File: src/hw/rtl/dhcprp_pkg.sv
// ----------------------------------------------------------------------------
// dhcprp_pkg
// Types and constants shared by the DHCP reply option parser.
// ----------------------------------------------------------------------------
package dhcprp_pkg;

	localparam int MAX_PAYLOAD = 2048;
	localparam int MIN_PACKET  = 548;

	localparam int OFF_W = 12;
	localparam logic [OFF_W-1:0] OFFSET_MAX    = '1;
	localparam logic [OFF_W-1:0] OFF_OPCODE    = 12'd0;
	localparam logic [OFF_W-1:0] OFF_YIADDR_LO = 12'd16;
	localparam logic [OFF_W-1:0] OFF_YIADDR_HI = 12'd19;
	localparam logic [OFF_W-1:0] OFF_COOKIE_LO = 12'd236;
	localparam logic [OFF_W-1:0] OFF_COOKIE_HI = 12'd239;
	localparam logic [OFF_W-1:0] OFF_OPTIONS   = 12'd240;
	localparam logic [OFF_W-1:0] OFF_MIN_LAST  = 12'(MIN_PACKET - 1);

	localparam logic [31:0] COOKIE       = 32'h6382_5363;
	localparam logic [31:0] DEFAULT_MASK = 32'hFFFF_FF00;

	localparam logic [7:0] OP_REPLY   = 8'd2;
	localparam logic [7:0] OPT_PAD    = 8'd0;
	localparam logic [7:0] OPT_MASK   = 8'd1;
	localparam logic [7:0] OPT_ROUTER = 8'd3;
	localparam logic [7:0] OPT_DNS    = 8'd6;
	localparam logic [7:0] OPT_TYPE   = 8'd53;
	localparam logic [7:0] OPT_SERVER = 8'd54;
	localparam logic [7:0] OPT_END    = 8'hFF;
	localparam logic [7:0] MSG_OFFER  = 8'd2;
	localparam logic [7:0] MSG_ACK    = 8'd5;

	localparam int OUT_DATA_W = 168;

	typedef enum logic [3:0] {
		PH_CODE = 4'b0001,
		PH_LEN  = 4'b0010,
		PH_VAL  = 4'b0100,
		PH_END  = 4'b1000
	} phase_t;

	typedef enum logic [1:0] {
		EV_DROP   = 2'd0,
		EV_IGNORE = 2'd1,
		EV_OFFER  = 2'd2,
		EV_ACK    = 2'd3
	} event_t;

	typedef struct packed {
		logic       command;
		logic [7:0] data_byte;
		logic       last;
	} item_t;

	typedef struct packed {
		event_t      event_res;
		logic [31:0] offered_ip;
		logic [31:0] server_ip;
		logic [31:0] subnet_mask;
		logic [31:0] gateway_ip;
		logic [31:0] dns_ip;
		logic        have_offer;
		logic        have_ack;
	} result_t;

	function automatic logic [7:0] cookie_byte(input logic [1:0] idx);
		logic [7:0] b;
		case (idx)
			2'd0:    b = COOKIE[31:24];
			2'd1:    b = COOKIE[23:16];
			2'd2:    b = COOKIE[15:8];
			default: b = COOKIE[7:0];
		endcase
		return b;
	endfunction

endpackage

File: src/hw/rtl/dhcp_reply_option_parser_top.sv
// ----------------------------------------------------------------------------
// dhcp_reply_option_parser_top
// Byte-serial DHCP reply checker and option walker with offer/ack commit.
// ----------------------------------------------------------------------------
// Takes one UDP payload byte per cycle, with no gaps between packets, except while stalled.
// Each byte is staged in an input register and processed by the option walker
// when it advances out of that register; a result (only on the last byte) sits
// in an output register the cycle after. The input side stalls only when a
// result is waiting and the output is not taken.
// A clear transaction (tuser = 1) resets all negotiation state and gives no result.
// No clearing pass after reset.
module dhcp_reply_option_parser_top import dhcprp_pkg::*; (
	input  logic                  clk,
	input  logic                  arst_n,
	input  logic                  s_tvalid,
	output logic                  s_tready,
	input  logic [7:0]            s_tdata,  // data_byte
	input  logic                  s_tuser,  // command
	input  logic                  s_tlast,
	output logic                  m_tvalid,
	input  logic                  m_tready,
	// event_res, offered_ip, server_ip, subnet_mask, gateway_ip, dns_ip,
	// have_offer, have_ack, zero fill
	output logic [OUT_DATA_W-1:0] m_tdata
);

	logic                  valid_s1;
	item_t                 item_s1;
	logic                  produces;
	logic                  advance;
	result_t               res;
	logic                  out_valid_q;
	logic [OUT_DATA_W-1:0] out_data_q;

	assign produces = !item_s1.command && item_s1.last;
	assign advance  = valid_s1 && (!produces || !out_valid_q || m_tready);
	assign s_tready = !valid_s1 || advance;

	always_ff @(posedge clk or negedge arst_n) begin
		if (!arst_n)
			valid_s1 <= 1'b0;
		else if (s_tready)
			valid_s1 <= s_tvalid;
	end

	always_ff @(posedge clk) begin
		if (s_tready && s_tvalid)
			item_s1 <= '{command: s_tuser, data_byte: s_tdata, last: s_tlast};
	end

	dhcprp_core u_core (
		.clk    (clk),
		.arst_n (arst_n),
		.step   (advance),
		.item   (item_s1),
		.res    (res)
	);

	always_ff @(posedge clk or negedge arst_n) begin
		if (!arst_n)
			out_valid_q <= 1'b0;
		else if (advance && produces)
			out_valid_q <= 1'b1;
		else if (m_tready)
			out_valid_q <= 1'b0;
	end

	always_ff @(posedge clk) begin
		if (advance && produces)
			out_data_q <= {4'd0, res.have_ack, res.have_offer, res.dns_ip, res.gateway_ip,
				res.subnet_mask, res.server_ip, res.offered_ip, res.event_res};
	end

	assign m_tvalid = out_valid_q;
	assign m_tdata  = out_data_q;

`ifndef SYNTHESIS
	a_ack_flag: assert property (@(posedge clk) disable iff (!arst_n)
		m_tvalid && m_tdata[1:0] == EV_ACK |-> m_tdata[163] && m_tdata[162])
		else $error("ack result without both flags");

	a_offer_flag: assert property (@(posedge clk) disable iff (!arst_n)
		m_tvalid && m_tdata[1:0] == EV_OFFER |-> m_tdata[162] && !m_tdata[163])
		else $error("offer result with wrong flags");

	a_ack_needs_offer: assert property (@(posedge clk) disable iff (!arst_n)
		m_tvalid && m_tdata[163] |-> m_tdata[162])
		else $error("ack held without offer");

	a_stage_hold: assert property (@(posedge clk) disable iff (!arst_n)
		valid_s1 && !advance |=> valid_s1 && $stable(item_s1))
		else $error("staged byte lost while stalled");
`endif

endmodule

File: src/hw/rtl/dhcprp_core.sv
// ----------------------------------------------------------------------------
// dhcprp_core
// Per-byte header check, option walk and offer/ack commit; one byte per step.
// ----------------------------------------------------------------------------
module dhcprp_core import dhcprp_pkg::*; (
	input  logic    clk,
	input  logic    arst_n,
	input  logic    step,
	input  item_t   item,
	output result_t res
);

	logic [OFF_W-1:0] off_q, off_d;
	logic             hdr_q, hdr_d;
	phase_t           phase_q, phase_d;
	logic [7:0]       code_q, code_d;
	logic [7:0]       left_q, left_d;
	logic [2:0]       pos_q, pos_d;
	logic [7:0]       msg_q, msg_d;
	logic             type_seen_q, type_seen_d;
	logic [3:0]       seen_q, seen_d;
	logic [31:0]      yi_q, yi_d;
	logic [31:0]      mask_q, mask_d;
	logic [31:0]      gw_q, gw_d;
	logic [31:0]      dns_q, dns_d;
	logic [31:0]      srv_q, srv_d;
	logic [31:0]      acc_q, acc_d;
	logic [31:0]      h_yi_q, h_yi_d;
	logic [31:0]      h_srv_q, h_srv_d;
	logic [31:0]      h_mask_q, h_mask_d;
	logic [31:0]      h_gw_q, h_gw_d;
	logic [31:0]      h_dns_q, h_dns_d;
	logic             offer_q, offer_d;
	logic             ack_q, ack_d;
	event_t           ev;
	logic             keep;
	logic [2:0]       pos_inc;
	logic [7:0]       left_dec;
	logic [7:0]       b;

	always_comb begin
		b        = item.data_byte;
		off_d    = (off_q == OFFSET_MAX) ? off_q : off_q + 1'b1;
		hdr_d    = hdr_q;
		phase_d  = phase_q;
		code_d   = code_q;
		left_d   = left_q;
		pos_d    = pos_q;
		msg_d    = msg_q;
		type_seen_d = type_seen_q;
		seen_d   = seen_q;
		yi_d     = yi_q;
		mask_d   = mask_q;
		gw_d     = gw_q;
		dns_d    = dns_q;
		srv_d    = srv_q;
		acc_d    = acc_q;
		h_yi_d   = h_yi_q;
		h_srv_d  = h_srv_q;
		h_mask_d = h_mask_q;
		h_gw_d   = h_gw_q;
		h_dns_d  = h_dns_q;
		offer_d  = offer_q;
		ack_d    = ack_q;
		ev       = EV_DROP;
		keep     = 1'b0;
		pos_inc  = pos_q + 3'd1;
		left_dec = left_q - 8'd1;

		if (32'(off_q) >= 32'(MAX_PAYLOAD))
			hdr_d = 1'b0;
		if (off_q == OFF_OPCODE && b != OP_REPLY)
			hdr_d = 1'b0;
		if (off_q >= OFF_YIADDR_LO && off_q <= OFF_YIADDR_HI)
			yi_d = {yi_q[23:0], b};
		if (off_q >= OFF_COOKIE_LO && off_q <= OFF_COOKIE_HI && b != cookie_byte(off_q[1:0]))
			hdr_d = 1'b0;

		if (off_q >= OFF_OPTIONS) begin
			unique case (phase_q)
				PH_CODE: begin
					if (b == OPT_END)
						phase_d = PH_END;
					else if (b != OPT_PAD) begin
						code_d  = b;
						phase_d = PH_LEN;
					end
				end
				PH_LEN: begin
					left_d = b;
					pos_d  = 3'd0;
					case (code_q) inside
						OPT_MASK, OPT_SERVER: keep = (b == 8'd4);
						OPT_ROUTER, OPT_DNS:  keep = (b >= 8'd4);
						OPT_TYPE:             keep = (b == 8'd1) && !type_seen_q;
						default:              keep = 1'b0;
					endcase
					if (!keep)
						code_d = OPT_PAD;
					phase_d = (b == 8'd0) ? PH_CODE : PH_VAL;
				end
				PH_VAL: begin
					if (code_q == OPT_TYPE) begin
						if (pos_q == 3'd0) begin
							msg_d       = b;
							type_seen_d = 1'b1;
							pos_d       = 3'd1;
						end
					end else if (code_q != OPT_PAD && pos_q < 3'd4) begin
						acc_d = {acc_q[23:0], b};
						pos_d = pos_inc;
						if (pos_inc == 3'd4) begin
							case (code_q)
								OPT_MASK:   begin mask_d = acc_d; seen_d[0] = 1'b1; end
								OPT_ROUTER: begin gw_d   = acc_d; seen_d[1] = 1'b1; end
								OPT_DNS:    begin dns_d  = acc_d; seen_d[2] = 1'b1; end
								default:    begin srv_d  = acc_d; seen_d[3] = 1'b1; end
							endcase
						end
					end
					left_d = left_dec;
					if (left_dec == 8'd0)
						phase_d = PH_CODE;
				end
				PH_END: begin
				end
				default: phase_d = PH_END;
			endcase
		end

		if (item.last) begin
			if (!hdr_d || off_q < OFF_MIN_LAST) begin
				ev = EV_DROP;
			end else begin
				ev = EV_IGNORE;
				if (msg_d == MSG_OFFER && type_seen_d && !offer_q) begin
					ev      = EV_OFFER;
					offer_d = 1'b1;
				end else if (msg_d == MSG_ACK && type_seen_d && offer_q) begin
					ev    = EV_ACK;
					ack_d = 1'b1;
				end
				if (ev == EV_OFFER || ev == EV_ACK) begin
					h_yi_d = yi_d;
					if (seen_d[3]) h_srv_d  = srv_d;
					if (seen_d[0]) h_mask_d = mask_d;
					if (seen_d[1]) h_gw_d   = gw_d;
					if (seen_d[2]) h_dns_d  = dns_d;
				end
			end
		end

		res.event_res   = ev;
		res.offered_ip  = h_yi_d;
		res.server_ip   = h_srv_d;
		res.subnet_mask = (h_mask_d != 32'd0) ? h_mask_d : DEFAULT_MASK;
		res.gateway_ip  = h_gw_d;
		res.dns_ip      = h_dns_d;
		res.have_offer  = offer_d;
		res.have_ack    = ack_d;
	end

	always_ff @(posedge clk or negedge arst_n) begin
		if (!arst_n) begin
			off_q       <= '0;
			hdr_q       <= 1'b1;
			phase_q     <= PH_CODE;
			code_q      <= '0;
			left_q      <= '0;
			pos_q       <= '0;
			msg_q       <= '0;
			type_seen_q <= 1'b0;
			seen_q      <= '0;
			h_yi_q      <= '0;
			h_srv_q     <= '0;
			h_mask_q    <= '0;
			h_gw_q      <= '0;
			h_dns_q     <= '0;
			offer_q     <= 1'b0;
			ack_q       <= 1'b0;
		end else if (step) begin
			if (item.command || item.last) begin
				off_q       <= '0;
				hdr_q       <= 1'b1;
				phase_q     <= PH_CODE;
				code_q      <= '0;
				left_q      <= '0;
				pos_q       <= '0;
				msg_q       <= '0;
				type_seen_q <= 1'b0;
				seen_q      <= '0;
			end else begin
				off_q       <= off_d;
				hdr_q       <= hdr_d;
				phase_q     <= phase_d;
				code_q      <= code_d;
				left_q      <= left_d;
				pos_q       <= pos_d;
				msg_q       <= msg_d;
				type_seen_q <= type_seen_d;
				seen_q      <= seen_d;
			end
			if (item.command) begin
				h_yi_q   <= '0;
				h_srv_q  <= '0;
				h_mask_q <= '0;
				h_gw_q   <= '0;
				h_dns_q  <= '0;
				offer_q  <= 1'b0;
				ack_q    <= 1'b0;
			end else begin
				h_yi_q   <= h_yi_d;
				h_srv_q  <= h_srv_d;
				h_mask_q <= h_mask_d;
				h_gw_q   <= h_gw_d;
				h_dns_q  <= h_dns_d;
				offer_q  <= offer_d;
				ack_q    <= ack_d;
			end
		end
	end

	always_ff @(posedge clk) begin
		if (step) begin
			yi_q   <= item.last ? '0 : yi_d;
			mask_q <= mask_d;
			gw_q   <= gw_d;
			dns_q  <= dns_d;
			srv_q  <= srv_d;
			acc_q  <= acc_d;
		end
	end

endmodule
File: config.mk
export PLATFORM = sky130hd
export DESIGN_NAME = dhcp_reply_option_parser_top
export DESIGN_NICKNAME = d
export VERILOG_FILES = /design/src/hw/rtl/dhcprp_pkg.sv /design/src/hw/rtl/dhcp_reply_option_parser_top.sv /design/src/hw/rtl/dhcprp_core.sv
export SDC_FILE = /design/constraint.sdc
export NUM_CORES = 1
export LEC_CHECK = 0
export ABC_AREA = 1
export BUFFER_PORTS_ARGS = -buffer_cell sky130_fd_sc_hd__buf_4
export CAP_MARGIN = 5
export CORE_UTILIZATION = 65
export CTS_BUF_LIST = sky130_fd_sc_hd__clkbuf_16
export DETAILED_ROUTE_END_ITERATION = 8
export PLACE_DENSITY_LB_ADDON = 0.2
export SYNTH_ARGS = -nofsm -noshare
export SYNTH_HDL_FRONTEND = slang
export SYNTH_SLANG_ARGS = --single-unit
File: constraint.sdc
create_clock -name clk -period 13.7 [get_ports clk]
set_clock_uncertainty 0.15 [all_clocks]
set_input_delay 0.685 -clock clk [delete_from_list [all_inputs] [get_ports clk]]
set_output_delay 0.685 -clock clk [all_outputs]
set_load 0.05 [all_outputs]
==> results.py <==
metrics = {
    "status": {
        "status": "completed",
    },
    "job": {
        "maxCapViolations": 0,
    },
    "timing": {
        "hold_violations": 0,
        "final_max_slew_viol_count": 0,
        "rsz0062_at_grt": "false",
        "setup_violations": 0,
        "worst_pin_slew_ns": 1.27,
        "setup_tns_ns": 0,
        "fin_crit_ns": 5.63,
        "maxSlewHeadroom": 0.155,
        "min_period_over_period": 0.411,
        "whs_ns": 0.112,
        "fmax_mhz": 177,
    },
    "logic_synthesis": {
        "yosysUniqueCellTypes": 49,
        "yosys_most_used_dff": "edfxtp_1",
        "synth_seq_cells": 571,
        "synthArstFlopShare": 0.373,
        "syn_inst": 2409,
        "ys_top_cells_by_area": "edfxtp_1 44%, dfrtp_1 22%, nand2_1 9.0%, o21ai_0 5.9%, inv_1 5.2%",
        "synthMuxAreaShare": 0.000410,
        "synth-simple-area-share": 0.144,
        "synth_compound_area_frac": 0.113,
        "synth_area_leader_cell": "edfxtp_1",
        "synth_area_per_cell_sq_um": 10.1,
        "synth_xor_area_frac": 0.00359,
        "synthAdderAreaFrac": 0.00462,
        "synth_seq_area_share": 0.659,
        "synth_warnings": 0,
        "synthTopCellsByCount": "588 x nand2_1, 358 x edfxtp_1, 338 x inv_1",
        "synth_top_family_by_area": "simple AND/OR/NAND/NOR gates",
        "synth_top_area_share": 0.441,
        "syn_area_sq_mm": 0.0244,
        "synth-edff-count": 358,
        "synth_most_common_cell": "nand2_1",
    },
    "die": {
        "core_area_sq_mm": 0.0368,
        "fp.dieH_um": 196,
        "num_rows": 70,
        "initial_utilization": 0.663,
        "io_pins": 184,
        "die_area_sq_mm": 0.0383,
        "fp.dieW_um": 196,
    },
    "min_path": {
        "whs_path_depth": 1,
        "hold_class": "in -> reg",
    },
    "grt": {
        "grt_max_degree": 220,
        "track_usage": 0.288,
        "grt_pass1_wl_mm": 86.8,
        "antenna_found_initial": 0,
        "grt_pass1_vias": 17067,
        "gr-total-overflow": 0,
    },
    "clock_network": {
        "post_cts_buffers": 0,
        "h-tree-depth": 2,
        "clkTransAtPathRegs_ns": 0.06,
        "cts_tree": "yes",
        "cts-root-buf": "clkbuf_16",
        "numCtsBuffers": 55,
        "cts_max_path_buffers": 3,
        "cts_num_sinks": 571,
        "clkLatencyLatePin_ns": 0.60,
    },
    "route": {
        "ant_nets": 0,
        "routed_wl_mm": 53.9,
        "post_drt_wl_per_cell_um": 17.6,
        "vias_per_cell": 5.70,
        "vias": 17425,
        "drt_iter0_drc": 1764,
        "first_pass_iters": 5,
        "drcViolationCount": 0,
    },
    "setup_path": {
        "worstSetupPathType": "reg -> reg",
        "crit_fanout": 219,
        "cp-start-kind": "register",
        "crit_required_ns": 13.78,
        "critPathArrivalTime_ns": 5.71,
        "cp-end-kind": "register",
        "reg2regPathDepth": 8,
    },
    "final_layout": {
        "syn2layout_area_growth_pct": 13.6,
        "finalNetCount": 2566,
        "fin_area_sq_mm": 0.0277,
        "drive_above_1_share": 0.121,
        "insertedDiodeCount": 0,
    },
    "power_and_ir_drop": {
        "peakVddDrop_mv": 0.0981,
        "leakagePower_nw": 12.3,
        "pwr_density_cell_mw_per_mm2": 129,
        "total_power_mw": 3.58,
    },
    "place": {
        "gp_congestion": 0.863,
        "dp_hpwl_mm": 33.5,
        "portBuffers": 179,
        "dpl_cell_area_sq_mm": 0.0260,
    },
}
[cells by family after synthesis]
logic type,after synthesis
adders and majority gates,9
other,1
and+or+nand+nor,824
buffers and inverters,465
xor gates and xnor gates,10
DFF,571
muxes,1
AOI/OAI and AO/OA,528
[final timing paths]
kind	slack, ns	start	endpoint
setup / recovery	8.07	item_s1[0]	m_tdata[9]
hold / removal	0.11	s_tuser	item_s1[9]
setup reg to reg	8.07	item_s1[0]	m_tdata[9]
min in group asynchronous	0.48	arst_n	u_core.h_gw_q[14]
max in group asynchronous	10.61	arst_n	u_core.h_yi_q[8]
hold reg to reg	0.30	u_core.acc_q[9]	u_core.acc_q[17]
[per-layer routing]
metal,up-vias,wire (um),track usage
met5,-,0,0
met4,0,1950,0.119
met3,122,3330,0.0390
met2,647,26400,0.479
met1,8373,22200,0.387
li1,8283,-,-
[metrics by stage]
step,worst slack (ns),instances,util
2_1_floorplan,7.11,2412,-
3_3_place_gp,8.02,2953,0.706
3_5_place_dp,7.84,2953,0.706
4_1_cts,7.87,3057,0.753
5_1_grt,7.55,3057,0.753
6_report,8.07,3057,0.753
[registers in the layout (all words and copies together), names as in the netlist, 8 cells and up]
name,flops
item_s1,10
m_tdata,164
u_core.acc_q,24
u_core.code_q,8
u_core.dns_q,32
u_core.gw_q,32
u_core.h_dns_q,32
u_core.h_gw_q,32
u_core.h_mask_q,32
u_core.h_srv_q,32
u_core.h_yi_q,32
u_core.left_q,8
u_core.mask_q,32
u_core.msg_q,8
u_core.off_q,12
u_core.srv_q,32
u_core.yi_q,32
[critical path: stages, from the launching register on]
cell	delay (ns)
edfxtp_1	0.85
nor4b_1	0.39
nor2_4	0.12
buf_12	0.59
clkinv_1	0.33
nor2_4	0.88
nand2_1	0.32
inv_6	0.79
buf_4	0.75
[placed cells by master, fill, tap and decap left out, types with 3 or more instances in the layout]
master	instances
nand2_1	588
edfxtp_1	358
inv_1	345
o21ai_0	286
dfrtp_1	211
buf_4	191
o21ai_1	145
nor2_1	108
clkbuf_16	57
o22ai_1	47
nand4_1	38
a21oi_1	31
nand3_1	30
clkinv_1	17
clkinv_2	13
nor3_1	12
nor4_1	10
ha_1	9
nor2_4	8
inv_2	7
xor2_1	7
nand3_2	7
a31oi_1	5
nor2_8	5
nand2_4	4
nand2_2	4
conb_1	4
bufinv_16	4
xnor2_1	3
a22oi_1	3
[where the power goes]
part / leakage [nW] / switching (mW) / internal, mW
registers: 6.48 / 0.0264 / 1.89
logic: 4.93 / 0.152 / 0.0481
clock network: 0.891 / 0.638 / 0.825
total: 12.3 / 0.816 / 2.77
[final cells by class]
type                       instances  area, sq um
clock buffer                      57         1430
clock inverter                    46          312
fill                            2457         9080
inverter                         345         1300
multi-input combinational       1376         6520
sequential                       571        16100
tap                              468          586
timing repair buffer             194         1480
[repair_timing]
action                                 in CTS  in global routing
gates resized for setup                     0                  0
endpoints found under the hold margin      80                  0
hold buffers                                1                  0
No activity file was read; power rests on OpenSTA's default activity.
